[config.mk]
export PLATFORM = sky130hd
export DESIGN_NAME = dtoe_ctrl
export DESIGN_NICKNAME = d
export VERILOG_FILES = /design/src/hdl/dtoe_pkg.sv /design/src/hdl/dtoe_ctrl.sv
export SDC_FILE = /design/constraint.sdc
export NUM_CORES = 1
export LEC_CHECK = 0
export ABC_CLOCK_PERIOD_IN_PS = 1400
export BUFFER_PORTS_ARGS = -buffer_cell sky130_fd_sc_hd__buf_2
export CORE_AREA = 5 5 42 44
export DETAILED_ROUTE_END_ITERATION = 8
export DIE_AREA = 0 0 47 49
export MAX_ROUTING_LAYER = met4
export PLACE_DENSITY = 0.76
export SETUP_SLACK_MARGIN = 0.3
export SYNTH_ARGS = -nofsm -noshare
export SYNTH_HDL_FRONTEND = slang
export SYNTH_SLANG_ARGS = --single-unit
[constraint.sdc]
create_clock -name clk -period 1.4 [get_ports clk]
set_clock_uncertainty 0.2 [all_clocks]
set_input_delay 0.28 -clock clk [delete_from_list [all_inputs] [get_ports clk]]
set_output_delay 0.28 -clock clk [all_outputs]
set_load 0.1 [all_outputs]
[src/hdl/dtoe_pkg.sv]
`timescale 1ns / 1ps
// ----------------------------------------------------------------------------
// Device table package
// Shared types, sizes and codes for the device table with oldest eviction.
// ----------------------------------------------------------------------------
package dtoe_pkg;

  localparam int TableDepth = 64;
  localparam int IdxW       = $clog2(TableDepth);
  localparam int CntW       = $clog2(TableDepth + 1);
  localparam int AddrW      = 48;
  localparam logic [7:0] TxpAbsent = 8'sd127;

  typedef enum logic [1:0] {
    OC_HIT   = 2'd0,
    OC_ALLOC = 2'd1,
    OC_EVICT = 2'd2,
    OC_EMPTY = 2'd3
  } outcome_t;

  typedef enum logic [2:0] {
    ST_IDLE,
    ST_SEARCH,
    ST_EVICT,
    ST_WRITE,
    ST_READ,
    ST_OUT
  } state_t;

  // Controller to datapath.
  typedef struct packed {
    logic capture;     // latch the input beat
    logic scan_start;  // clear the scan index, start memory read at row 0 (at the read index in read mode)
    logic scan_step;   // compare the current row and advance
    logic evict_start;
    logic evict_step;
    logic do_write;    // write the chosen row
    logic do_read;     // read the addressed row
    logic load_out;    // load the output register
  } dp_cmd_t;

  // Datapath to controller.
  typedef struct packed {
    logic mode;
    logic hit;        // current scanned row matches the key
    logic scan_last;  // current row is the last one to scan
    logic scan_none;  // table is empty
    logic full;
  } dp_stat_t;

endpackage

[src/hdl/dtoe_ctrl.sv]
`timescale 1ns / 1ps
// ----------------------------------------------------------------------------
// Device table controller
// Sequences the key scan, eviction scan, row write and read for one beat.
// ----------------------------------------------------------------------------
module dtoe_ctrl
  import dtoe_pkg::*;
(
  input  logic     clk,
  input  logic     rst_n,
  input  logic     in_valid,
  output logic     in_ready,
  output logic     out_valid,
  input  logic     out_ready,
  input  dp_stat_t stat,
  output dp_cmd_t  cmd,
  output logic     found
);

  state_t state_r, state_nxt;
  logic   out_valid_r, out_valid_nxt;
  logic   found_r, found_nxt;
  logic   pend_r, pend_nxt;  // registered scan read: rd_q data is valid in the next cycle

  assign out_valid = out_valid_r;
  assign found     = found_r;

  always_comb begin
    state_nxt = state_r;
    found_nxt = found_r;
    pend_nxt  = 1'b0;
    unique case (state_r)
      ST_IDLE: begin
        if (in_valid && in_ready) begin
          found_nxt = 1'b0;
          pend_nxt  = 1'b1;
          state_nxt = stat.mode ? ST_READ : ST_SEARCH;
        end
      end
      ST_SEARCH: begin
        if (pend_r) begin
          pend_nxt = 1'b0;
          if (stat.scan_none) begin
            state_nxt = stat.full ? ST_EVICT : ST_WRITE;
            pend_nxt  = stat.full;
          end
        end else if (stat.hit) begin
          found_nxt = 1'b1;
          state_nxt = ST_WRITE;
        end else if (stat.scan_last) begin
          state_nxt = stat.full ? ST_EVICT : ST_WRITE;
          pend_nxt  = stat.full;
        end else begin
          pend_nxt = 1'b1;
        end
      end
      ST_EVICT: begin
        if (pend_r) begin
          pend_nxt = 1'b0;
        end else if (stat.scan_last) begin
          state_nxt = ST_WRITE;
        end else begin
          pend_nxt = 1'b1;
        end
      end
      ST_WRITE: state_nxt = ST_OUT;
      ST_READ: begin
        if (!pend_r) state_nxt = ST_OUT;
      end
      ST_OUT: begin
        if (!out_valid_r || out_ready) state_nxt = ST_IDLE;
      end
      default: state_nxt = ST_IDLE;
    endcase
  end

  always_comb begin
    cmd           = '0;
    in_ready      = 1'b0;
    out_valid_nxt = out_valid_r;
    if (out_valid_r && out_ready) out_valid_nxt = 1'b0;
    unique case (state_r)
      ST_IDLE: begin
        in_ready       = 1'b1;
        cmd.capture    = in_valid;
        cmd.scan_start = in_valid;
      end
      ST_SEARCH: begin
        cmd.scan_step   = !pend_r && !stat.hit && !stat.scan_last;
        cmd.evict_start = stat.full && ((pend_r && stat.scan_none) ||
                          (!pend_r && !stat.hit && stat.scan_last));
      end
      ST_EVICT: cmd.evict_step = !pend_r;
      ST_WRITE: cmd.do_write = 1'b1;
      ST_READ:  cmd.do_read = 1'b1;
      ST_OUT: begin
        if (!out_valid_r || out_ready) begin
          cmd.load_out  = 1'b1;
          out_valid_nxt = 1'b1;
        end
      end
      default: cmd = '0;
    endcase
  end

  always_ff @(posedge clk) begin
    if (!rst_n) begin
      state_r     <= ST_IDLE;
      out_valid_r <= 1'b0;
      found_r     <= 1'b0;
      pend_r      <= 1'b0;
    end else begin
      state_r     <= state_nxt;
      out_valid_r <= out_valid_nxt;
      found_r     <= found_nxt;
      pend_r      <= pend_nxt;
    end
  end

endmodule

; Yosys cells after proc, flatten, opt, wreduce, memory -nomap -nowiden
; Cells that the tools add are included.
[totals]
elab_cells = 70
input_bits = 9
output_inout_bits = 11
register_bits = 6
[classes]
reduce_logical = 17
muxes = 35
eq_ne = 14
[op_table]
columns = operator, n
row1 = $mux W3, 10
row2 = $mux W1, 20
row3 = $pmux W3 S6, 1
row4 = $ne A2 B2 Y1 const B, 7
row5 = $logic_and A1 B1 Y1, 7
row6 = $reduce_and A7 Y1, 1
row7 = $eq A3 B2 Y1 const B, 2
row8 = $eq A3 B3 Y1 const B, 2
row9 = $logic_not A1 Y1, 4
row10 = $mux W2, 2
row11 = $ne A4 B4 Y1 const B, 1
row12 = $reduce_and A4 Y1, 1
row13 = $eq A3 B1 Y1 const B, 1
row14 = $logic_not A3 Y1, 1
row15 = $ne A3 B3 Y1 const B, 1
row16 = $pmux W1 S3, 1
row17 = $logic_or A1 B1 Y1, 2
row18 = $pmux W1 S2, 1
row19 = $reduce_bool A2 Y1, 1

; Logic depth before layout (Yosys ltp)
; Gate-level depths: netlist (run 1).
[logic_depth]
ltp_word = 6
ltp_mapped = 5
ltp_nobuf = 4

; Worst setup path after synthesis (run 1)
; Ideal clock, no wire load.
[synth_timing]
path_kind = register -> output
start = register state_r[1]
end = output cmd[4] (netlist bit)
stages_incl_launch_ff = 4
arrival_time_ps = 3530
path_buffers = 2
setup_slack_ps = -2610
required_time_ps = 920
cell_sequence = dfxtp_1 buf_2 clkbuf_1 nor4_1
[synth_rtl]
columns = item, line_no
row1 = start: declaration, dtoe_ctrl.sv:20  ; state_t state_r, state_nxt;
row2 = start signal: assignment, dtoe_ctrl.sv:113  ; state_r <= state_nxt;
row3 = end: declaration, dtoe_ctrl.sv:16  ; output dp_cmd_t cmd,

==> parameters.txt, run 1 <==
Parameter                              Value

Outcome
  Run status    finished, violations left
  Violations in the final reports    negative setup slack

Power
  Peak ir drop on the vdd network    1870 µV
  Leakage dissipation    0.528 nW
  P per Cell Area    2300 nW/µm²
  Design Power    2.87 mW

Synthesis
  Number of warnings reported in the yosys synthesis log    0
  Parity-gate share of the synthesized area counting xor and xnor cells    0
  Share of synthesized area spent on multiplexers    0
  Post-Synth Simple-Gate Area    0.394
  Mapped Avg Cell Area    7.61 µm²
  Area share of fa/ha/maj cells after synthesis    0
  Number of unique standard cell types used by synthesis    30
  Sequential-to-total area share from yosys stat    0.251
  Syn Nets    72
  Main combinational cell family by area after synthesis    simple AND/OR/NAND/NOR gates
  Gate count of the mapped netlist    63
  Number of synthesized register bits    6
  Post-synthesis cell area    479 µm²
  Fraction of the mapped netlist area in compound gates    0.269

Clock tree
  Buffer levels on the longest clock path    2
  TritonCTS clock tree    yes
  Cts bufs inserted    3
  Clock transition time at the flip-flop clock pins of the worst setup and hold paths    60 ps
  Clock root buffer master    sky130_fd_sc_hd__clkbuf_4
  Worst-skew pair later-pin latency    260 ps
  Max H-tree Level    1
  Clock tree sinks    6

Critical path
  Sort of element at the start of the critical path    flip-flop
  Cell family with the largest share of critical-path delay    simple AND/OR/NAND/NOR gates
  Crit path required time    920 ps
  Critical path peak fanout    6
  Setup slack of the most critical reg-to-reg path    -310 ps
  Delay contributed by the slowest stage of the critical path    380 ps
  Number of buffers and inverters on the critical path    1
  Master of the slowest instance on the critical path    sky130_fd_sc_hd__dfxtp_4
  Kind of capture point of the worst setup path    output port
  Arrival time at the worst endpoint    1360 ps
  Class of the most critical setup path    flip-flop to output port
  Cell-by-cell trace of the critical path    nor2_4, a22oi_2, nor4_4, buf_12

Layout
  Most frequent standard cell in the layout excluding fill and tap cells    sky130_fd_sc_hd__buf_4
  Design Area, Final    1250 µm²
  Footprint of the multi-input gates    529 µm²
  Fillcell total    56
  Number of nets in the final layout    120
  Post-route core utilization    0.893
  Antenna diode instance count    0
  Most frequent cells in the layout    sky130_fd_sc_hd__buf_4, sky130_fd_sc_hd__buf_12, sky130_fd_sc_hd__buf_2, sky130_fd_sc_hd__nand2b_4, sky130_fd_sc_hd__dfxtp_4
  Fraction of layout instances using a drive strength above 1    0.755
  Sequential standard cell area    140 µm²
  Area growth from synthesis to layout    161%

Route
  Number of nets still failing antenna checks after routing    0
  Count of TritonRoute iterations in the first routing pass    4
  Post-route DRC violation count    0
  Per-cell via count in the routed design    6.06
  Via count    764
  Iteration-0 DRC count of the detailed router    26
  Detailed-route wire length    2790 µm
  Final routed wire length divided by cell count    22.2 µm

Placement
  Placer Congestion    0.845
  Number of buffers added on ports    19
  Post-detailed-placement cell area    966 µm²
  Dpl hpwl    1330 µm

Floorplan
  Number of top-level pins    20
  Die Outline Area    2300 µm²
  Die Y-Extent    49 µm
  Initial core utilization    0.342
  Die outline width    47 µm
  Area inside the core boundary    1400 µm²
  Count of standard-cell rows    14

Timing
  Number of pins with negative max-slew slack in the final report    0
  Setup violators final    14
  Unrepaired setup endpoints after global routing    true
  Highest attainable clock frequency    0.545 GHz
  Part of the cycle the worst path needs    1.31
  Worst slew margin    0.795
  Min setup slack post-route    -436 ps
  Final critical delay including setup and external delays    1840 ps
  Hold Fails Final Rpt    0
  Measured slew at the worst slew-check pin    306 ps

Flow run
  Max_cap viols    0

Global routing
  Largest net degree at the start of global routing    13
  Number of global-route vias before repair    775
  Number of antenna violations at the first check in global routing    0
  Sum of overflow across all layers after global routing    0
  Gr usage total    0.242
  First-pass GRT wire length    4000 µm

Worst hold path
  Worst min-delay path category    input port to flip-flop
power breakdown:
group | switching [mW] | total (mW) | internal (mW)
Sequential | 0.0897 | 0.328 | 0.239
Combinational | 1.31 | 2.35 | 1.04
Clock | 0.0876 | 0.197 | 0.110
cell families (layout without fill, tap and decap cells):
kind of cell | Yosys count | count (layout)
AO/OA/AOI/OAI | 18 | 18
flip-flops | 6 | 6
AND/OR/NAND/NOR | 30 | 30
buffers and inverters | 9 | 56
flip-flops by register name (all words and copies together) (netlist names):
signal	flops
state_r	3
found	1
out_valid	1
pend_r	1
cell usage after synthesis, drive strengths merged:
cell type,count,area (µm²)
a211o,1,8.76
a211oi,1,7.51
a21boi,2,15.0
a21oi,2,10.0
a22oi,2,15.0
a31oi,1,6.26
a32oi,1,8.76
and2,1,6.26
and3b,3,26.3
buf,4,22.5
clkbuf,2,7.51
dfxtp,6,120
inv,3,11.3
nand2,1,3.75
nand2b,9,58.8
nand3b,1,7.51
nor2,2,7.51
nor2b,2,12.5
nor3,7,35.0
nor3b,1,7.51
nor4,1,6.26
nor4b,2,17.5
o21a,2,15.0
o21ai,2,10.0
o221a,1,11.3
o22ai,2,12.5
o32ai,1,8.76
path summary, 6_finish.rpt:
check,start,cells past startpoint,endpoint
hold reg to reg,found,2,found
hold / removal,rst_n,2,out_valid
setup reg to reg,pend_r,7,state_r[1]
setup / recovery,pend_r,4,cmd[4]
metal layers:
layer | global-route usage | wire length [µm]
met1 | 0.315 | 1140
met2 | 0.367 | 1380
met3 | 0.0406 | 159
met4 | 0.0876 | 109
met5 | - | 0
final cells by class:
type,count,share of cell area
Multi-Input combinational cell,48,0.423
Clock buffer,4,0.0210
Timing Repair Buffer,49,0.419
Inverter,3,0.00900
Tap cell,16,0.0160
Sequential cell,6,0.112
metrics by stage:
stage / TNS [ps] / setup slack (ps) / instances / hold WS [ps]
finish: -4840 / -436 / 126 / 140
global route: -5320 / -476 / 126 / 137
CTS: -3720 / -400 / 120 / 120
detailed placement: -2350 / -256 / 108 / 295
global placement: -1780 / -197 / 108 / 291
floorplan: -5160 / -771 / 63 / 197
repair_timing:
action                     4_1_cts  5_1_grt
hold buffers                     0        0
pin swaps                       10        9
gates resized for setup         18       10
setup endpoints to repair       17       17
buffers inserted                 8        6
Power figures use the tool's default switching activity.
==> run 2, diff against run 1 <==
--- a/config.mk
+++ b/config.mk
@@ -16,3 +16,4 @@
 export SYNTH_ARGS = -nofsm -noshare
 export SYNTH_HDL_FRONTEND = slang
 export SYNTH_SLANG_ARGS = --single-unit
+export TNS_END_PERCENT = 1
==> run 2 against run 1 <==
Effect of this change: the run still ends with negative setup slack left; setup slack improved by 33 ps; register-to-register slack improved by 50 ps; die area unchanged; non-clock buffer count up 5.
==> parameters.txt, run 2 (synthesis gave the netlist of run 1 again) <==
Parameter                              Value

Outcome
  Run status    finished, violations left
  Violations in the final reports    negative setup slack

Placement
  Dpl hpwl    1370 µm
  Worst setup slack after placement    -250 ps
  Placer Congestion    0.865
  Number of buffers added on ports    19
  Number of placed instances, taps included    116

Worst hold path
  WHS Path Cells    2
  Startpoint of the most critical hold path    rst_n
  Worst min-delay path category    input port to flip-flop

Global routing
  Number of global-route vias before repair    763
  First-pass GRT wire length    3680 µm
  Number of antenna violations at the first check in global routing    0
  Sum of overflow across all layers after global routing    0
  Gr usage total    0.227
  Largest net degree at the start of global routing    13

Floorplan
  Number of top-level pins    20
  Die Outline Area    2300 µm²
  Die Y-Extent    49 µm
  Area inside the core boundary    1400 µm²
  Count of standard-cell rows    14
  Initial core utilization    0.342
  Die outline width    47 µm

Timing
  Number of pins with negative max-slew slack in the final report    0
  Worst slew margin    0.771
  Highest attainable clock frequency    0.554 GHz
  Part of the cycle the worst path needs    1.29
  Final critical delay including setup and external delays    1800 ps
  Setup violators final    14
  Hold Fails Final Rpt    0
  Accumulated negative setup slack    -4290 ps
  Smallest hold slack    123 ps
  Unrepaired setup endpoints after global routing    true
  Measured slew at the worst slew-check pin    343 ps
  Min setup slack post-route    -403 ps

Critical path
  Worst Setup SP    state_r[2]
  Kind of capture point of the worst setup path    output port
  Worst r2r path cells    5
  Crit path required time    920 ps
  Class of the most critical setup path    flip-flop to output port
  Reg-to-reg critical path startpoint    state_r[1]
  Arrival time at the worst endpoint    1320 ps
  Sort of element at the start of the critical path    flip-flop
  Critical path peak fanout    3

Power
  P per Cell Area    2190 nW/µm²
  Peak ir drop on the vdd network    2490 µV
  Leakage dissipation    0.525 nW

Flow run
  Max_cap viols    0

Clock tree
  TritonCTS clock tree    yes
  Clock transition time at the flip-flop clock pins of the worst setup and hold paths    50 ps
  Clock root buffer master    sky130_fd_sc_hd__clkbuf_4
  Worst-skew pair later-pin latency    260 ps
  Post-CTS Hold Fix Bufs    0
  Max H-tree Level    1
  Clock tree sinks    6
  Cts bufs inserted    3
  Buffer levels on the longest clock path    2

Layout
  Register with the highest flop count    state_r
  Antenna diode instance count    0
  Area growth from synthesis to layout    152%
  Post-route core utilization    0.863
  Most frequent standard cell in the layout excluding fill and tap cells    sky130_fd_sc_hd__buf_4
  Most frequent cells in the layout    sky130_fd_sc_hd__buf_4, sky130_fd_sc_hd__buf_12, sky130_fd_sc_hd__buf_2, sky130_fd_sc_hd__buf_6
  Fraction of layout instances using a drive strength above 1    0.711
  Fillcell total    71
  Non-filler instance count after layout    130
  Number of nets in the final layout    125
  Max reg flops    3

Route
  Post-route DRC violation count    0
  Final routed wire length divided by cell count    18.4 µm
  Iteration-0 DRC count of the detailed router    21
  Detailed-route wire length    2390 µm
  Count of TritonRoute iterations in the first routing pass    4
  Via count    727
  Per-cell via count in the routed design    5.59
  Number of nets still failing antenna checks after routing    0
-- run 2: changes by cell type in the layout (fill, tap and decap cells not counted), moves of 2 or more --
cell,previous run,this run
sky130_fd_sc_hd__dfxtp_4,5,3
sky130_fd_sc_hd__buf_8,2,0
sky130_fd_sc_hd__nor4b_4,2,0
sky130_fd_sc_hd__buf_6,3,9
-- run 2: path summary, 6_finish.rpt --
kind | endpoint | slack [ps]
hold / removal | state_r[2] | 120
hold reg to reg | found | 320
setup / recovery | cmd[5] | -400
setup reg to reg | state_r[0] | -260
-- run 2: final cells by class --
cell class              count  area [µm²]  share of cell area
well taps                  16        20.0              0.0165
repair buffers             54         554               0.458
clock buffers               3        22.5              0.0186
inverters                   3        11.3             0.00931
multi-input cells          48         468               0.387
flip-flops and latches      6         134               0.111
-- run 2: where the power goes --
group / leakage, nW / total, mW / switching [mW] / internal (mW)
registers: 0.0520 / 0.319 / 0.0818 / 0.237
clock network: 0.0138 / 0.178 / 0.0796 / 0.0981
logic: 0.459 / 2.16 / 1.19 / 0.961
total: 0.525 / 2.65 / 1.36 / 1.30
-- run 2: timing repair --
item | 4_1_cts | 5_1_grt
pin swaps | 6 | 7
resized for setup | 22 | 7
endpoints found under the setup margin | 17 | 17
buffers inserted | 5 | 6
-- run 2: metrics by stage --
stage                     instance area (µm²)  total power, mW
final                                    1210             2.65
after global routing                     1210             2.76
after CTS                                1140             2.51
after detailed placement                 1000             2.10
after global placement                   1000             2.05
after floorplan                           591             1.46
-- run 2: worst max-delay path, cell delays in order, from the launching register on --
cell	delay, ps
sky130_fd_sc_hd__dfxtp_2	330
sky130_fd_sc_hd__nand2b_4	170
sky130_fd_sc_hd__nor3_4	130
sky130_fd_sc_hd__nor3b_4	240
sky130_fd_sc_hd__buf_12	200
-- run 2: layer usage --
layer  share of wire  vias up  global-route usage
met4           0.038        0               0.134
met1            0.42      351               0.282
met2            0.50       31               0.344
met3           0.038        9              0.0221
met5               0        -                   -
li1                -      336                   -
